## src/sv/swls_pkg.sv

```systemverilog
`default_nettype none
// ----------------------------------------------------------------------------
// swls_pkg: shared constants for the sliding window lane search
// Frame geometry, derived widths, register indexes and helper functions.
// ----------------------------------------------------------------------------
package swls_pkg;

    // frame geometry
    localparam int IMAGE_WIDTH  = 640;
    localparam int IMAGE_HEIGHT = 480;
    localparam int BANDS        = 8;
    localparam int WINDOWS      = 16;

    localparam int BAND_ROWS  = IMAGE_HEIGHT / BANDS;
    localparam int WIN_COLS   = IMAGE_WIDTH / WINDOWS;
    localparam int TOP_SKIP   = IMAGE_HEIGHT - BANDS * BAND_ROWS;
    localparam int COUNT_COLS = WINDOWS * WIN_COLS;
    localparam int DEPTH      = BANDS * WINDOWS;

    // derived widths
    localparam int COL_W  = (IMAGE_WIDTH > 1) ? $clog2(IMAGE_WIDTH) : 1;
    localparam int ROW_W  = (IMAGE_HEIGHT > 1) ? $clog2(IMAGE_HEIGHT) : 1;
    localparam int BAND_W = (BANDS > 1) ? $clog2(BANDS) : 1;
    localparam int WIN_W  = (WINDOWS > 1) ? $clog2(WINDOWS) : 1;
    localparam int BROW_W = (BAND_ROWS > 1) ? $clog2(BAND_ROWS) : 1;
    localparam int WCOL_W = (WIN_COLS > 1) ? $clog2(WIN_COLS) : 1;
    localparam int ADDR_W = (DEPTH > 1) ? $clog2(DEPTH) : 1;
    localparam int CTR_W  = 12;

    // payload widths
    localparam int PIX_W    = 8;
    localparam int CNT_W    = 12;
    localparam int RAD_W    = 4;
    localparam int OBAND_W  = 3;
    localparam int OWIN_W   = 4;
    localparam int CX_W     = 10;
    localparam int CY_W     = 9;
    localparam int POINTS_W = 4;

    localparam logic [CNT_W-1:0] CNT_MAX = '1;
    localparam logic [PIX_W-1:0] PIX_WHITE = '1;

    // configuration port
    localparam int CFG_IDX_W  = 1;
    localparam int CFG_DATA_W = 12;
    localparam logic [CFG_IDX_W-1:0] CFG_COUNT_LIMIT   = 1'b0;
    localparam logic [CFG_IDX_W-1:0] CFG_SEARCH_RADIUS = 1'b1;
    localparam logic [CNT_W-1:0] COUNT_LIMIT_RST   = 12'd4095;
    localparam logic [RAD_W-1:0] SEARCH_RADIUS_RST = 4'd2;

    // halve with round to nearest, ties to even
    function automatic logic [CTR_W-1:0] half_even(input logic [CTR_W-1:0] s);
        logic [CTR_W-1:0] q;
        q = s >> 1;
        if (s[0] && q[0]) begin
            q = q + CTR_W'(1);
        end
        return q;
    endfunction

endpackage
`default_nettype wire

```

## src/sv/swls_ram.sv

```systemverilog
`default_nettype none
// ----------------------------------------------------------------------------
// swls_ram: generic single write port RAM
// One write and one registered read per cycle; a read of the address being
// written returns the old contents.
// ----------------------------------------------------------------------------
module swls_ram #(
    parameter int DATA_W = 8,
    parameter int DEPTH  = 16,
    parameter int ADDR_W = (DEPTH > 1) ? $clog2(DEPTH) : 1
) (
    input  wire logic              aclk,
    input  wire logic              wr_en,
    input  wire logic [ADDR_W-1:0] wr_addr,
    input  wire logic [DATA_W-1:0] wr_data,
    input  wire logic [ADDR_W-1:0] rd_addr,
    output logic      [DATA_W-1:0] rd_data
);

    logic [DATA_W-1:0] mem [DEPTH];

    // storage with registered read
    always_ff @(posedge aclk) begin
        if (wr_en) begin
            mem[wr_addr] <= wr_data;
        end
        rd_data <= mem[rd_addr];
    end

endmodule
`default_nettype wire

```

## src/sv/sliding_window_lane_search_top.sv

```systemverilog
`default_nettype none
// ----------------------------------------------------------------------------
// sliding_window_lane_search_top: lane search over a camera frame
// Counts white pixels per window and walks the bands after each frame.
// ----------------------------------------------------------------------------
// Usage
//   Pixels enter on the s_ channel in raster order, top row first, one per
//   cycle while s_ready is high. The pixel flagged s_end_of_frame starts the
//   band walk: s_ready drops and one request per band (band 0 first) leaves
//   on the m_ channel, the last one with m_last and m_enough_points.
//   Throughput: one pixel per cycle while s_ready is high. White counts live
//   in a single RAM with a read-modify-write pipeline; back-to-back hits on
//   one window are forwarded. The walk reads that RAM through its one read
//   port, one window a cycle; each band goes through setup, a scan of its
//   search range, a final compare and emit, and s_ready returns once the
//   last band's request has been emitted.
//   A stalled m_ready holds the request and pauses the walk. Window counts
//   are cleared at once through per-entry valid bits, at reset and at the
//   end of every walk. cfg_wr_en writes count_limit (index 0) or
//   search_radius (index 1); write only while idle.
// ----------------------------------------------------------------------------
module sliding_window_lane_search_top (
    input  wire logic                            aclk,
    input  wire logic                            aresetn,
    input  wire logic                            cfg_wr_en,
    input  wire logic [swls_pkg::CFG_IDX_W-1:0]  cfg_index,
    input  wire logic [swls_pkg::CFG_DATA_W-1:0] cfg_wdata,
    input  wire logic                            s_valid,
    output logic                                 s_ready,
    input  wire logic [swls_pkg::PIX_W-1:0]      s_blue,
    input  wire logic [swls_pkg::PIX_W-1:0]      s_green,
    input  wire logic [swls_pkg::PIX_W-1:0]      s_red,
    input  wire logic                            s_end_of_frame,
    output logic                                 m_valid,
    input  wire logic                            m_ready,
    output logic [swls_pkg::OBAND_W-1:0]         m_band,
    output logic                                 m_found,
    output logic [swls_pkg::OWIN_W-1:0]          m_window,
    output logic [swls_pkg::CX_W-1:0]            m_center_x,
    output logic [swls_pkg::CY_W-1:0]            m_center_y,
    output logic                                 m_enough_points,
    output logic                                 m_last
);
    import swls_pkg::*;

    typedef enum logic [2:0] {
        ST_PIX,
        ST_DRAIN,
        ST_SETUP,
        ST_SCAN,
        ST_LAST,
        ST_EMIT
    } state_t;

    state_t state_reg;

    // configuration registers
    logic [CNT_W-1:0] count_limit_reg;
    logic [RAD_W-1:0] search_radius_reg;

    // pixel position
    logic [COL_W-1:0]  col_reg;
    logic [ROW_W-1:0]  row_reg;
    logic [WCOL_W-1:0] wcol_reg;
    logic [WIN_W-1:0]  win_reg;
    logic [BROW_W-1:0] brow_reg;
    logic [BAND_W-1:0] band_reg;

    // count pipeline
    logic              s1_vld_reg;
    logic [ADDR_W-1:0] s1_addr_reg;
    logic              rv_bit_reg;
    logic              lw_en_reg;
    logic [ADDR_W-1:0] lw_addr_reg;
    logic [CNT_W-1:0]  lw_data_reg;
    logic [DEPTH-1:0]  valid_reg;

    // walk state
    logic [BAND_W-1:0]   wband_reg;
    logic [WIN_W-1:0]    idx_reg;
    logic [WIN_W-1:0]    hi_reg;
    logic                rd_pend_reg;
    logic [WIN_W-1:0]    rd_idx_reg;
    logic [CNT_W-1:0]    best_cnt_reg;
    logic [WIN_W-1:0]    best_idx_reg;
    logic [WIN_W-1:0]    tracked_reg;
    logic                tracking_reg;
    logic [POINTS_W-1:0] points_reg;

    logic              pix_accept;
    logic              white;
    logic              count_ok;
    logic [ADDR_W-1:0] pix_addr;
    logic [ADDR_W-1:0] walk_addr;
    logic [ADDR_W-1:0] rd_addr;
    logic [CNT_W-1:0]  rd_data;
    logic [CNT_W-1:0]  cur_cnt;
    logic [CNT_W-1:0]  wr_data;
    logic [CNT_W-1:0]  walk_cnt;
    logic              out_free;
    logic              emit_go;
    logic              walk_done;
    logic [WIN_W-1:0]  lo_win;
    logic [WIN_W-1:0]  hi_win;
    logic [WIN_W:0]    hi_sum;
    logic              found;
    logic [POINTS_W-1:0] points_next;
    logic [CTR_W-1:0]  sx;
    logic [CTR_W-1:0]  sy;

    // pixel classification and count address
    assign s_ready    = (state_reg == ST_PIX);
    assign pix_accept = s_valid && s_ready;
    assign white      = (s_blue == PIX_WHITE) && (s_green == PIX_WHITE) && (s_red == PIX_WHITE);
    assign count_ok   = white && (row_reg >= ROW_W'(TOP_SKIP))
                        && (COL_W'(col_reg) < COL_W'(COUNT_COLS - 1) + COL_W'(1)
                            || COUNT_COLS == IMAGE_WIDTH);
    assign pix_addr   = ADDR_W'(int'(band_reg) * WINDOWS + int'(win_reg));
    assign walk_addr  = ADDR_W'(int'(wband_reg) * WINDOWS + int'(idx_reg));
    assign rd_addr    = (state_reg == ST_SCAN) ? walk_addr : pix_addr;

    // read-modify-write with forwarding of the previous write
    assign cur_cnt = (lw_en_reg && (lw_addr_reg == s1_addr_reg)) ? lw_data_reg
                   : (rv_bit_reg ? rd_data : '0);
    assign wr_data = (cur_cnt == CNT_MAX) ? cur_cnt : cur_cnt + CNT_W'(1);
    assign walk_cnt = rv_bit_reg ? rd_data : '0;

    swls_ram #(
        .DATA_W (CNT_W),
        .DEPTH  (DEPTH),
        .ADDR_W (ADDR_W)
    ) u_count_ram (
        .aclk    (aclk),
        .wr_en   (s1_vld_reg),
        .wr_addr (s1_addr_reg),
        .wr_data (wr_data),
        .rd_addr (rd_addr),
        .rd_data (rd_data)
    );

    // search range for the current band
    assign hi_sum = {1'b0, tracked_reg} + {1'b0, search_radius_reg};
    always_comb begin
        if (!tracking_reg) begin
            lo_win = '0;
            hi_win = WIN_W'(WINDOWS - 1);
        end else begin
            lo_win = (tracked_reg >= search_radius_reg) ? tracked_reg - search_radius_reg : '0;
            hi_win = (hi_sum > (WIN_W + 1)'(WINDOWS - 1)) ? WIN_W'(WINDOWS - 1)
                                                          : hi_sum[WIN_W-1:0];
        end
    end

    // band result
    assign out_free    = !m_valid || m_ready;
    assign emit_go     = (state_reg == ST_EMIT) && out_free;
    assign walk_done   = emit_go && (wband_reg == BAND_W'(BANDS - 1));
    assign found       = (best_cnt_reg != '0);
    assign points_next = found ? points_reg + POINTS_W'(1) : points_reg;
    assign sx = half_even(CTR_W'((2 * int'(best_idx_reg) + 1) * WIN_COLS));
    assign sy = half_even(CTR_W'(2 * (IMAGE_HEIGHT - (int'(wband_reg) + 1) * BAND_ROWS)
                                 + BAND_ROWS));

    // configuration writes
    always_ff @(posedge aclk) begin
        if (!aresetn) begin
            count_limit_reg   <= COUNT_LIMIT_RST;
            search_radius_reg <= SEARCH_RADIUS_RST;
        end else if (cfg_wr_en) begin
            case (cfg_index)
                CFG_COUNT_LIMIT:   count_limit_reg   <= cfg_wdata[CNT_W-1:0];
                CFG_SEARCH_RADIUS: search_radius_reg <= cfg_wdata[RAD_W-1:0];
                default: ;
            endcase
        end
    end

    // pixel position tracking
    always_ff @(posedge aclk) begin
        if (!aresetn || (pix_accept && s_end_of_frame)) begin
            col_reg  <= '0;
            row_reg  <= '0;
            wcol_reg <= '0;
            win_reg  <= '0;
            brow_reg <= '0;
            band_reg <= BAND_W'(BANDS - 1);
        end else if (pix_accept) begin
            if (col_reg == COL_W'(IMAGE_WIDTH - 1)) begin
                col_reg  <= '0;
                wcol_reg <= '0;
                win_reg  <= '0;
                if (row_reg == ROW_W'(IMAGE_HEIGHT - 1)) begin
                    row_reg  <= '0;
                    brow_reg <= '0;
                    band_reg <= BAND_W'(BANDS - 1);
                end else begin
                    row_reg <= row_reg + ROW_W'(1);
                    if (row_reg + ROW_W'(1) <= ROW_W'(TOP_SKIP)) begin
                        brow_reg <= '0;
                        band_reg <= BAND_W'(BANDS - 1);
                    end else if (brow_reg == BROW_W'(BAND_ROWS - 1)) begin
                        brow_reg <= '0;
                        if (band_reg != '0) begin
                            band_reg <= band_reg - BAND_W'(1);
                        end
                    end else begin
                        brow_reg <= brow_reg + BROW_W'(1);
                    end
                end
            end else begin
                col_reg <= col_reg + COL_W'(1);
                if (wcol_reg == WCOL_W'(WIN_COLS - 1)) begin
                    wcol_reg <= '0;
                    if (win_reg != WIN_W'(WINDOWS - 1)) begin
                        win_reg <= win_reg + WIN_W'(1);
                    end
                end else begin
                    wcol_reg <= wcol_reg + WCOL_W'(1);
                end
            end
        end
    end

    // count pipeline control and valid bits
    always_ff @(posedge aclk) begin
        if (!aresetn) begin
            s1_vld_reg <= 1'b0;
            lw_en_reg  <= 1'b0;
            valid_reg  <= '0;
        end else begin
            s1_vld_reg <= pix_accept && count_ok;
            lw_en_reg  <= s1_vld_reg;
            if (walk_done) begin
                valid_reg <= '0;
            end else if (s1_vld_reg) begin
                valid_reg[s1_addr_reg] <= 1'b1;
            end
        end
    end

    // count pipeline payload
    always_ff @(posedge aclk) begin
        s1_addr_reg <= pix_addr;
        rv_bit_reg  <= valid_reg[rd_addr];
        lw_addr_reg <= s1_addr_reg;
        lw_data_reg <= wr_data;
    end

    // band walk sequencer and result register
    always_ff @(posedge aclk) begin
        if (!aresetn) begin
            state_reg    <= ST_PIX;
            rd_pend_reg  <= 1'b0;
            tracking_reg <= 1'b0;
            tracked_reg  <= '0;
            points_reg   <= '0;
            wband_reg    <= '0;
            m_valid      <= 1'b0;
        end else begin
            rd_pend_reg <= (state_reg == ST_SCAN);

            // result valid: raised on emit, dropped once taken
            if (emit_go) begin
                m_valid <= 1'b1;
            end else if (m_ready) begin
                m_valid <= 1'b0;
            end

            // window compare on the registered read of each scanned window
            if (rd_pend_reg && (walk_cnt > best_cnt_reg) && (walk_cnt < count_limit_reg)) begin
                best_cnt_reg <= walk_cnt;
                best_idx_reg <= rd_idx_reg;
            end

            case (state_reg)
                ST_PIX: begin
                    if (pix_accept && s_end_of_frame) begin
                        state_reg <= ST_DRAIN;
                    end
                end
                ST_DRAIN: begin
                    wband_reg    <= '0;
                    tracking_reg <= 1'b0;
                    tracked_reg  <= '0;
                    points_reg   <= '0;
                    state_reg    <= ST_SETUP;
                end
                ST_SETUP: begin
                    idx_reg      <= lo_win;
                    hi_reg       <= hi_win;
                    best_cnt_reg <= '0;
                    best_idx_reg <= '0;
                    state_reg    <= ST_SCAN;
                end
                ST_SCAN: begin
                    rd_idx_reg <= idx_reg;
                    if (idx_reg == hi_reg) begin
                        state_reg <= ST_LAST;
                    end else begin
                        idx_reg <= idx_reg + WIN_W'(1);
                    end
                end
                ST_LAST: begin
                    state_reg <= ST_EMIT;
                end
                ST_EMIT: begin
                    if (out_free) begin
                        m_band          <= OBAND_W'(wband_reg);
                        m_found         <= found;
                        m_window        <= found ? OWIN_W'(best_idx_reg) : '0;
                        m_center_x      <= found ? sx[CX_W-1:0] : '0;
                        m_center_y      <= found ? sy[CY_W-1:0] : '0;
                        m_last          <= walk_done;
                        m_enough_points <= walk_done && (points_next > POINTS_W'(2));
                        points_reg      <= points_next;
                        if (!tracking_reg) begin
                            tracked_reg <= best_idx_reg;
                            if (best_idx_reg != '0) begin
                                tracking_reg <= 1'b1;
                            end
                        end else if (best_idx_reg != '0) begin
                            tracked_reg <= best_idx_reg;
                        end
                        if (walk_done) begin
                            state_reg <= ST_PIX;
                        end else begin
                            wband_reg <= wband_reg + BAND_W'(1);
                            state_reg <= ST_SETUP;
                        end
                    end
                end
                default: state_reg <= ST_PIX;
            endcase
        end
    end

endmodule
`default_nettype wire
```

## config.mk

```make
export PLATFORM = sky130hd
export DESIGN_NAME = sliding_window_lane_search_top
export DESIGN_NICKNAME = d
export VERILOG_FILES = /design/src/sv/swls_pkg.sv /design/src/sv/swls_ram.sv /design/src/sv/sliding_window_lane_search_top.sv
export SDC_FILE = /design/constraint.sdc
export NUM_CORES = 2
export LEC_CHECK = 0
export ABC_AREA = 0
export ABC_CLOCK_PERIOD_IN_PS = 10800
export BUFFER_PORTS_ARGS = -buffer_cell sky130_fd_sc_hd__buf_4
export CORE_MARGIN = 5
export CORE_UTILIZATION = 35
export CTS_CLUSTER_SIZE = 16
export DETAILED_ROUTE_END_ITERATION = 6
export GPL_ROUTABILITY_DRIVEN = 0
export SETUP_SLACK_MARGIN = 0.02
export SLEW_MARGIN = 20
export SYNTH_ARGS = -nofsm -noshare
export SYNTH_HDL_FRONTEND = slang
export SYNTH_SLANG_ARGS = --single-unit
```

## constraint.sdc

```tcl
create_clock -name aclk -period 10.8 [get_ports aclk]
set_input_delay 2.7 -clock aclk [delete_from_list [all_inputs] [get_ports aclk]]
set_output_delay 2.7 -clock aclk [all_outputs]
set_load 0.01 [all_outputs]
```

Yosys cells after proc, flatten, opt, wreduce, memory -nomap -nowiden
Memories as Yosys holds them, arrays and structs flattened. A register that Yosys moved wholly into a read port is not among the register bits.
Cells that the tools add are included.

storage, ports and cells
  register bits = 285
  latch bits = 0
  bits in writable memories = 1536
  ROM bits = 0
  input port bits = 43
  logic and storage cells = 192
  memories = 1

operators by class
  add/sub/neg operators = 19
  multiply operators = 2
  div/mod/pow operators = 0
  order comparisons = 10
  equality and inequality tests = 23
  shift-type cells = 0
  muxes and demuxes = 52
  bitwise operators = 4
  reduce and logical (&&, ||, !) cells = 46

memory list
  memory           depth  bits a word  read ports  clocked after Yosys merged registers in  write ports  RTL line        source
  u_count_ram.mem  128    12           1           1                                        1            swls_ram.sv:20  logic [DATA_W-1:0] mem [DEPTH];

operators by type and width
  operator                 number
  $or A128 B128 Y128       1
  $mux W12                 4
  $mux W4                  12
  $mux W6                  5
  $mux W3                  9
  $eq A8 B8 Y1 const B     3
  $pmux W4 S2              3
  $add A9 B1 Y9 const B    2
  $mux W9                  2
  $pmux W3 S6              1
  $reduce_and A3 Y1        6
  $lt A7 B8 Y1 const B     2
  $add A7 B4 Y7            2
  $logic_and A1 B1 Y1      14
  $reduce_and A2 Y1        7
  $add A12 B1 Y12 const B  1
  $add A4 B1 Y4 const B    3
  $add A6 B1 Y6 const B    2
  $eq A12 B12 Y1 const B   1
  $eq A6 B6 Y1 const B     2
  $gt A12 B12 Y1           1
  $lt A12 B12 Y1           1
  $reduce_bool A12 Y1      1
  $reduce_bool A2 Y1       6
  other kinds (44)         65

Longest topological paths before layout
  depth in word-level cells = 7
  depth in mapped cells = 16
  depth with buffers taken out = 15

Hierarchy
From an unflattened synthesis, not the netlist that was laid out.

second synthesis, totals
  cell total of the unflattened synthesis = 3895
  area, all modules = 72353.1 µm²

by module, submodules not included
  module                          instances  cells an instance  area each (µm²)
  swls_ram                        1          2362               59128.0
  sliding_window_lane_search_top  1          1533               13225.2

Worst setup path before layout
Ideal clock, no wire load.

  path kind = reg2reg
  from = register s1_addr_reg[3]
  to = memory u_count_ram.mem[0][5] (netlist bit) (data pin)
  library setup time = 0.933 ns
  arrival time = 6.762 ns
  required time = 9.867 ns
  path slack = 3.105 ns
  cell stages (with the launch flop) = 14
  path buffers = 3
  period minus slack after synthesis = 7.695 ns
  path through = dfxtp_1 clkbuf_1 xnor2_1 nand4_1 nor2_1 clkbuf_1 clkbuf_1 nand2_1 o21ai_0 ha_1 o21ai_0 nor4b_2 nor3_1 xnor2_1

on the way
  longest elaborated chain between the ends = 5
  elaborated cells between the ends (all ways) = 6
  classes of those cells = add/sub (1); eq/ne (2); mux (2); reduce/logical (1)

ends and longest elaborated chain
  item                                               RTL line                               source
  start, declared                                    sliding_window_lane_search_top.sv:71   logic [ADDR_W-1:0] s1_addr_reg;
  start signal, assigned                             sliding_window_lane_search_top.sv:243  s1_addr_reg <= pix_addr;
  $eq A7 B7 Y1 (*)                                   sliding_window_lane_search_top.sv:123  assign cur_cnt = (lw_en_reg && (lw_addr_reg == s1_addr_reg)) ? lw_data_reg
  $logic_and A1 B1 Y1 (*)                            sliding_window_lane_search_top.sv:123
  $mux W12 (*)                                       sliding_window_lane_search_top.sv:123
  $add A12 B1 Y12 or $eq A12 B12 Y1 (tied branches)  sliding_window_lane_search_top.sv:125  assign wr_data = (cur_cnt == CNT_MAX) ? cur_cnt : cur_cnt + CNT_W'(1);
  $mux W12 (*)                                       sliding_window_lane_search_top.sv:125
  via u_count_ram.wr_data[5]                         swls_ram.sv:15                         input wire logic [DATA_W-1:0] wr_data,
  end, declared                                      swls_ram.sv:20

The timed path passes the listed nets; every way through them passes the cells marked *.

Worst setup path after layout
  from = register state_reg[2]
  to = register u_count_ram.rd_data[1], read port of u_count_ram.mem

on the way
  longest elaborated chain between the ends = 2

ends and longest elaborated chain
  item                    RTL line                               source
  start, declared         sliding_window_lane_search_top.sv:55   state_t state_reg;
  start signal, assigned  sliding_window_lane_search_top.sv:252  state_reg <= ST_PIX;
  start signal, assigned  sliding_window_lane_search_top.sv:278  state_reg <= ST_DRAIN;
  start signal, assigned  sliding_window_lane_search_top.sv:286  state_reg <= ST_SETUP;
  $eq A3 B2 Y1            sliding_window_lane_search_top.sv:120  assign rd_addr = (state_reg == ST_SCAN) ? walk_addr : pix_addr;
  $mux W7                 sliding_window_lane_search_top.sv:120
  end, declared           swls_ram.sv:17                         output logic [DATA_W-1:0] rd_data

Every way passes these cells.
A chain may end at the register's enable or synchronous reset.

==> metrics.md <==
| Metric | Value |
|---|---|
| Outcome | `completed` |
| Drt drc | `0` |
| First-pass GRT wire length | `294 mm` |
| Final hold vios | `0` |
| CTS H-tree depth | `4` |
| RSZ-0062 raised after global routing | `false` |
| Vias per cell | `5.41` |
| Leak | `0.0308 uW` |
| Starting Density | `35.1%` |
| Critical Setup Path Class | `reg -> reg` |
| Post-synth EDFFs | `1588` |
| Max reg flops | `1536` |
| Yosys Warn Count | `0` |
| Layout Cells excl Fill | `8237` |
| Worst setup SP type | `flip-flop` |
| Setup violators final | `0` |
| Fraction of layout cells with a size suffix above 1 | `13.1%` |
| Synth unique cells | `84` |
| Period utilization | `53.6%` |
| Worst hold margin | `0.463 ns` |
| WL final | `201 mm` |
| Total grt overflow | `0` |
| Die W | `470 um` |
| Total negative slack | `0 ns` |
| Final Critical Period | `5.78 ns` |
| Setup Skew | `0.0931 ns` |
| Ports | `74` |
| Max_cap viols | `0` |
| CP Max Fanout | `131` |
| CTS Buf Count | `182` |
| Finished Core Util | `39.9%` |
| DR iter-0 viols | `4707` |
| Synth async-reset ratio | `0%` |
| # nets final | `5359` |
| Worst min path class | `reg -> reg` |
| Post-CTS setup buffer count | `0` |
| P per Cell Area | `169 nW/um^2` |
| Area Growth Syn to Fin | `13.6%` |
| Cells after Synth | `5147` |
| Initial antenna violation count | `10` |
| TritonCTS clock tree | `yes` |
| Mean routed wirelength per cell | `24.4 um` |
| Pwr Total | `14200 uW` |
| Max Clock Freq | `173 MHz` |
| Worst path max stage delay | `0.92 ns` |
| Commonest cells after routing, fill and taps aside | `edfxtp_1 (1588), nand2_1 (604), mux2i_1 (449)` |
| Max_slew headroom | `17.9%` |
| Sink Count | `1828` |
| Global Route Usage Sum | `17.5%` |
| Max Slew Vio Count | `0` |
| CTS max path bufs | `3` |
| Critical path required time | `11.53 ns` |
| Crit path DAT | `6.51 ns` |
| Cell Chain, Critical Path | `and4b_4, buf_4, a21oi_4, buf_12, mux2_2, a222oi_1, nor4b_1, a31oi_1, and4_1` |
| Sequential area share after synthesis | `70.7%` |
| Via Count | `44563` |
| Row cnt | `169` |
| Most common cell after layout, fill and taps aside | `edfxtp_1` |
| Root buf cell | `clkbuf_16` |
| Post-Syn Area | `74200 um^2` |
| Die area | `221000 um^2` |
| Chip Height | `470 um` |
| Critical path endpoint category | `flip-flop` |
| Worst Max-Slew Pin Slew | `1.22 ns` |
| Cts hold-fix bufs | `0` |
| Antenna-violating nets left | `0` |
| Syn avg cell area | `14.4 um^2` |
| Placed insts | `7884` |
| Core area | `211000 um^2` |
| Max VDD drop | `190 uV` |
| Worst-path clk slew | `0.06 ns` |
| Drt pass-1 iters | `6` |
| Post-CTS sizing | `0` |
| HPWL after DPL | `118 mm` |
| Critical path's slowest cell | `a21oi_4` |
| Port bufs | `70` |
| Vias in the first global route | `43091` |
| Ys flop type | `edfxtp_1` |
| Largest net degree at the start of global routing | `143` |
| Worst skew pair latency | `0.85 ns` |
| Yosys reg bits | `1828` |
## path summary, 6_finish.rpt
path                             to  depth (start not counted)  slack, ns     startpoint
max          u_count_ram.rd_data[1]                          9       5.02   state_reg[2]
min                   valid_reg[41]                          2       0.46  valid_reg[41]
max reg2reg  u_count_ram.rd_data[1]                          9       5.02   state_reg[2]
min reg2reg           valid_reg[41]                          2       0.46  valid_reg[41]
## critical path, delay by kind of cell, from the launching register on
| kind | cells | cell delay [ns] |
|---|---|---|
| AOI/OAI and AO/OA | 3 | 1.73 |
| buffers and inverters | 2 | 0.92 |
| DFF | 1 | 0.64 |
| muxes | 1 | 0.42 |
| and+or+nand+nor | 3 | 1.66 |
## Yosys cell counts, types with 30 or more instances
library cell / number / area share [%]
clkbuf_1: 134 / 0.68
nand3_1: 143 / 0.96
buf_6: 30 / 0.46
a21oi_1: 139 / 0.94
buf_2: 87 / 0.59
dfxtp_1: 240 / 6.5
edfxtp_1: 1588 / 64
mux2_2: 44 / 0.67
ha_1: 60 / 1.0
a211oi_1: 173 / 1.7
inv_1: 147 / 0.74
nor2b_1: 34 / 0.29
nand2_1: 606 / 3.1
o22ai_1: 95 / 0.80
a311oi_1: 76 / 0.90
o21ai_0: 40 / 0.27
a31oi_1: 42 / 0.35
nor2_1: 481 / 2.4
mux2i_1: 455 / 6.1
nor4_1: 32 / 0.27
nor3_1: 33 / 0.22
mux4_2: 62 / 1.9
## power breakdown
part	leakage, uW	switching (uW)	internal [uW]
combinational	0.0113	189	70.4
sequential	0.0166	12.9	7650
clock	0.00292	2770	3540
## layout make-up
class | count | area [um^2]
flip-flops and latches | 1828 | 52500
multi-input cells | 2875 | 20000
repair buffers | 215 | 1730
inverters | 147 | 552
diodes | 12 | 30.0
clock buffers | 250 | 5040
clock inverters | 89 | 965
fillers | 19492 | 127000
well taps | 2821 | 3530
## logic make-up after synthesis
group	Yosys count	synth area share (%)
adder cells (fa/ha/maj)	67	1.20
flip-flops	1828	70.7
XOR/XNOR	53	0.625
other	1	0.00505
AO/OA/AOI/OAI	714	6.74
AND/OR/NAND/NOR	1463	8.54
buffers and inverters	446	3.02
multiplexers	575	9.14
## metal layers
metal  up-vias  wire length [um]  global-route usage (%)
met2      1857             93100                    27.7
met4         0              6910                    6.19
li1      19728                 -                       -
met1     22623             85400                    24.3
met3       355             15600                    3.28
met5         -                 0                       0
## per-stage QoR
stage                     setup slack, ns  cell area, um^2
after floorplan                      3.11            74200
after global placement               5.03            78100
after detailed placement             5.11            78200
after CTS                            5.04            84200
after global routing                 4.83            84300
final                                5.02            84300
No activity file was read; power rests on OpenSTA's default activity.
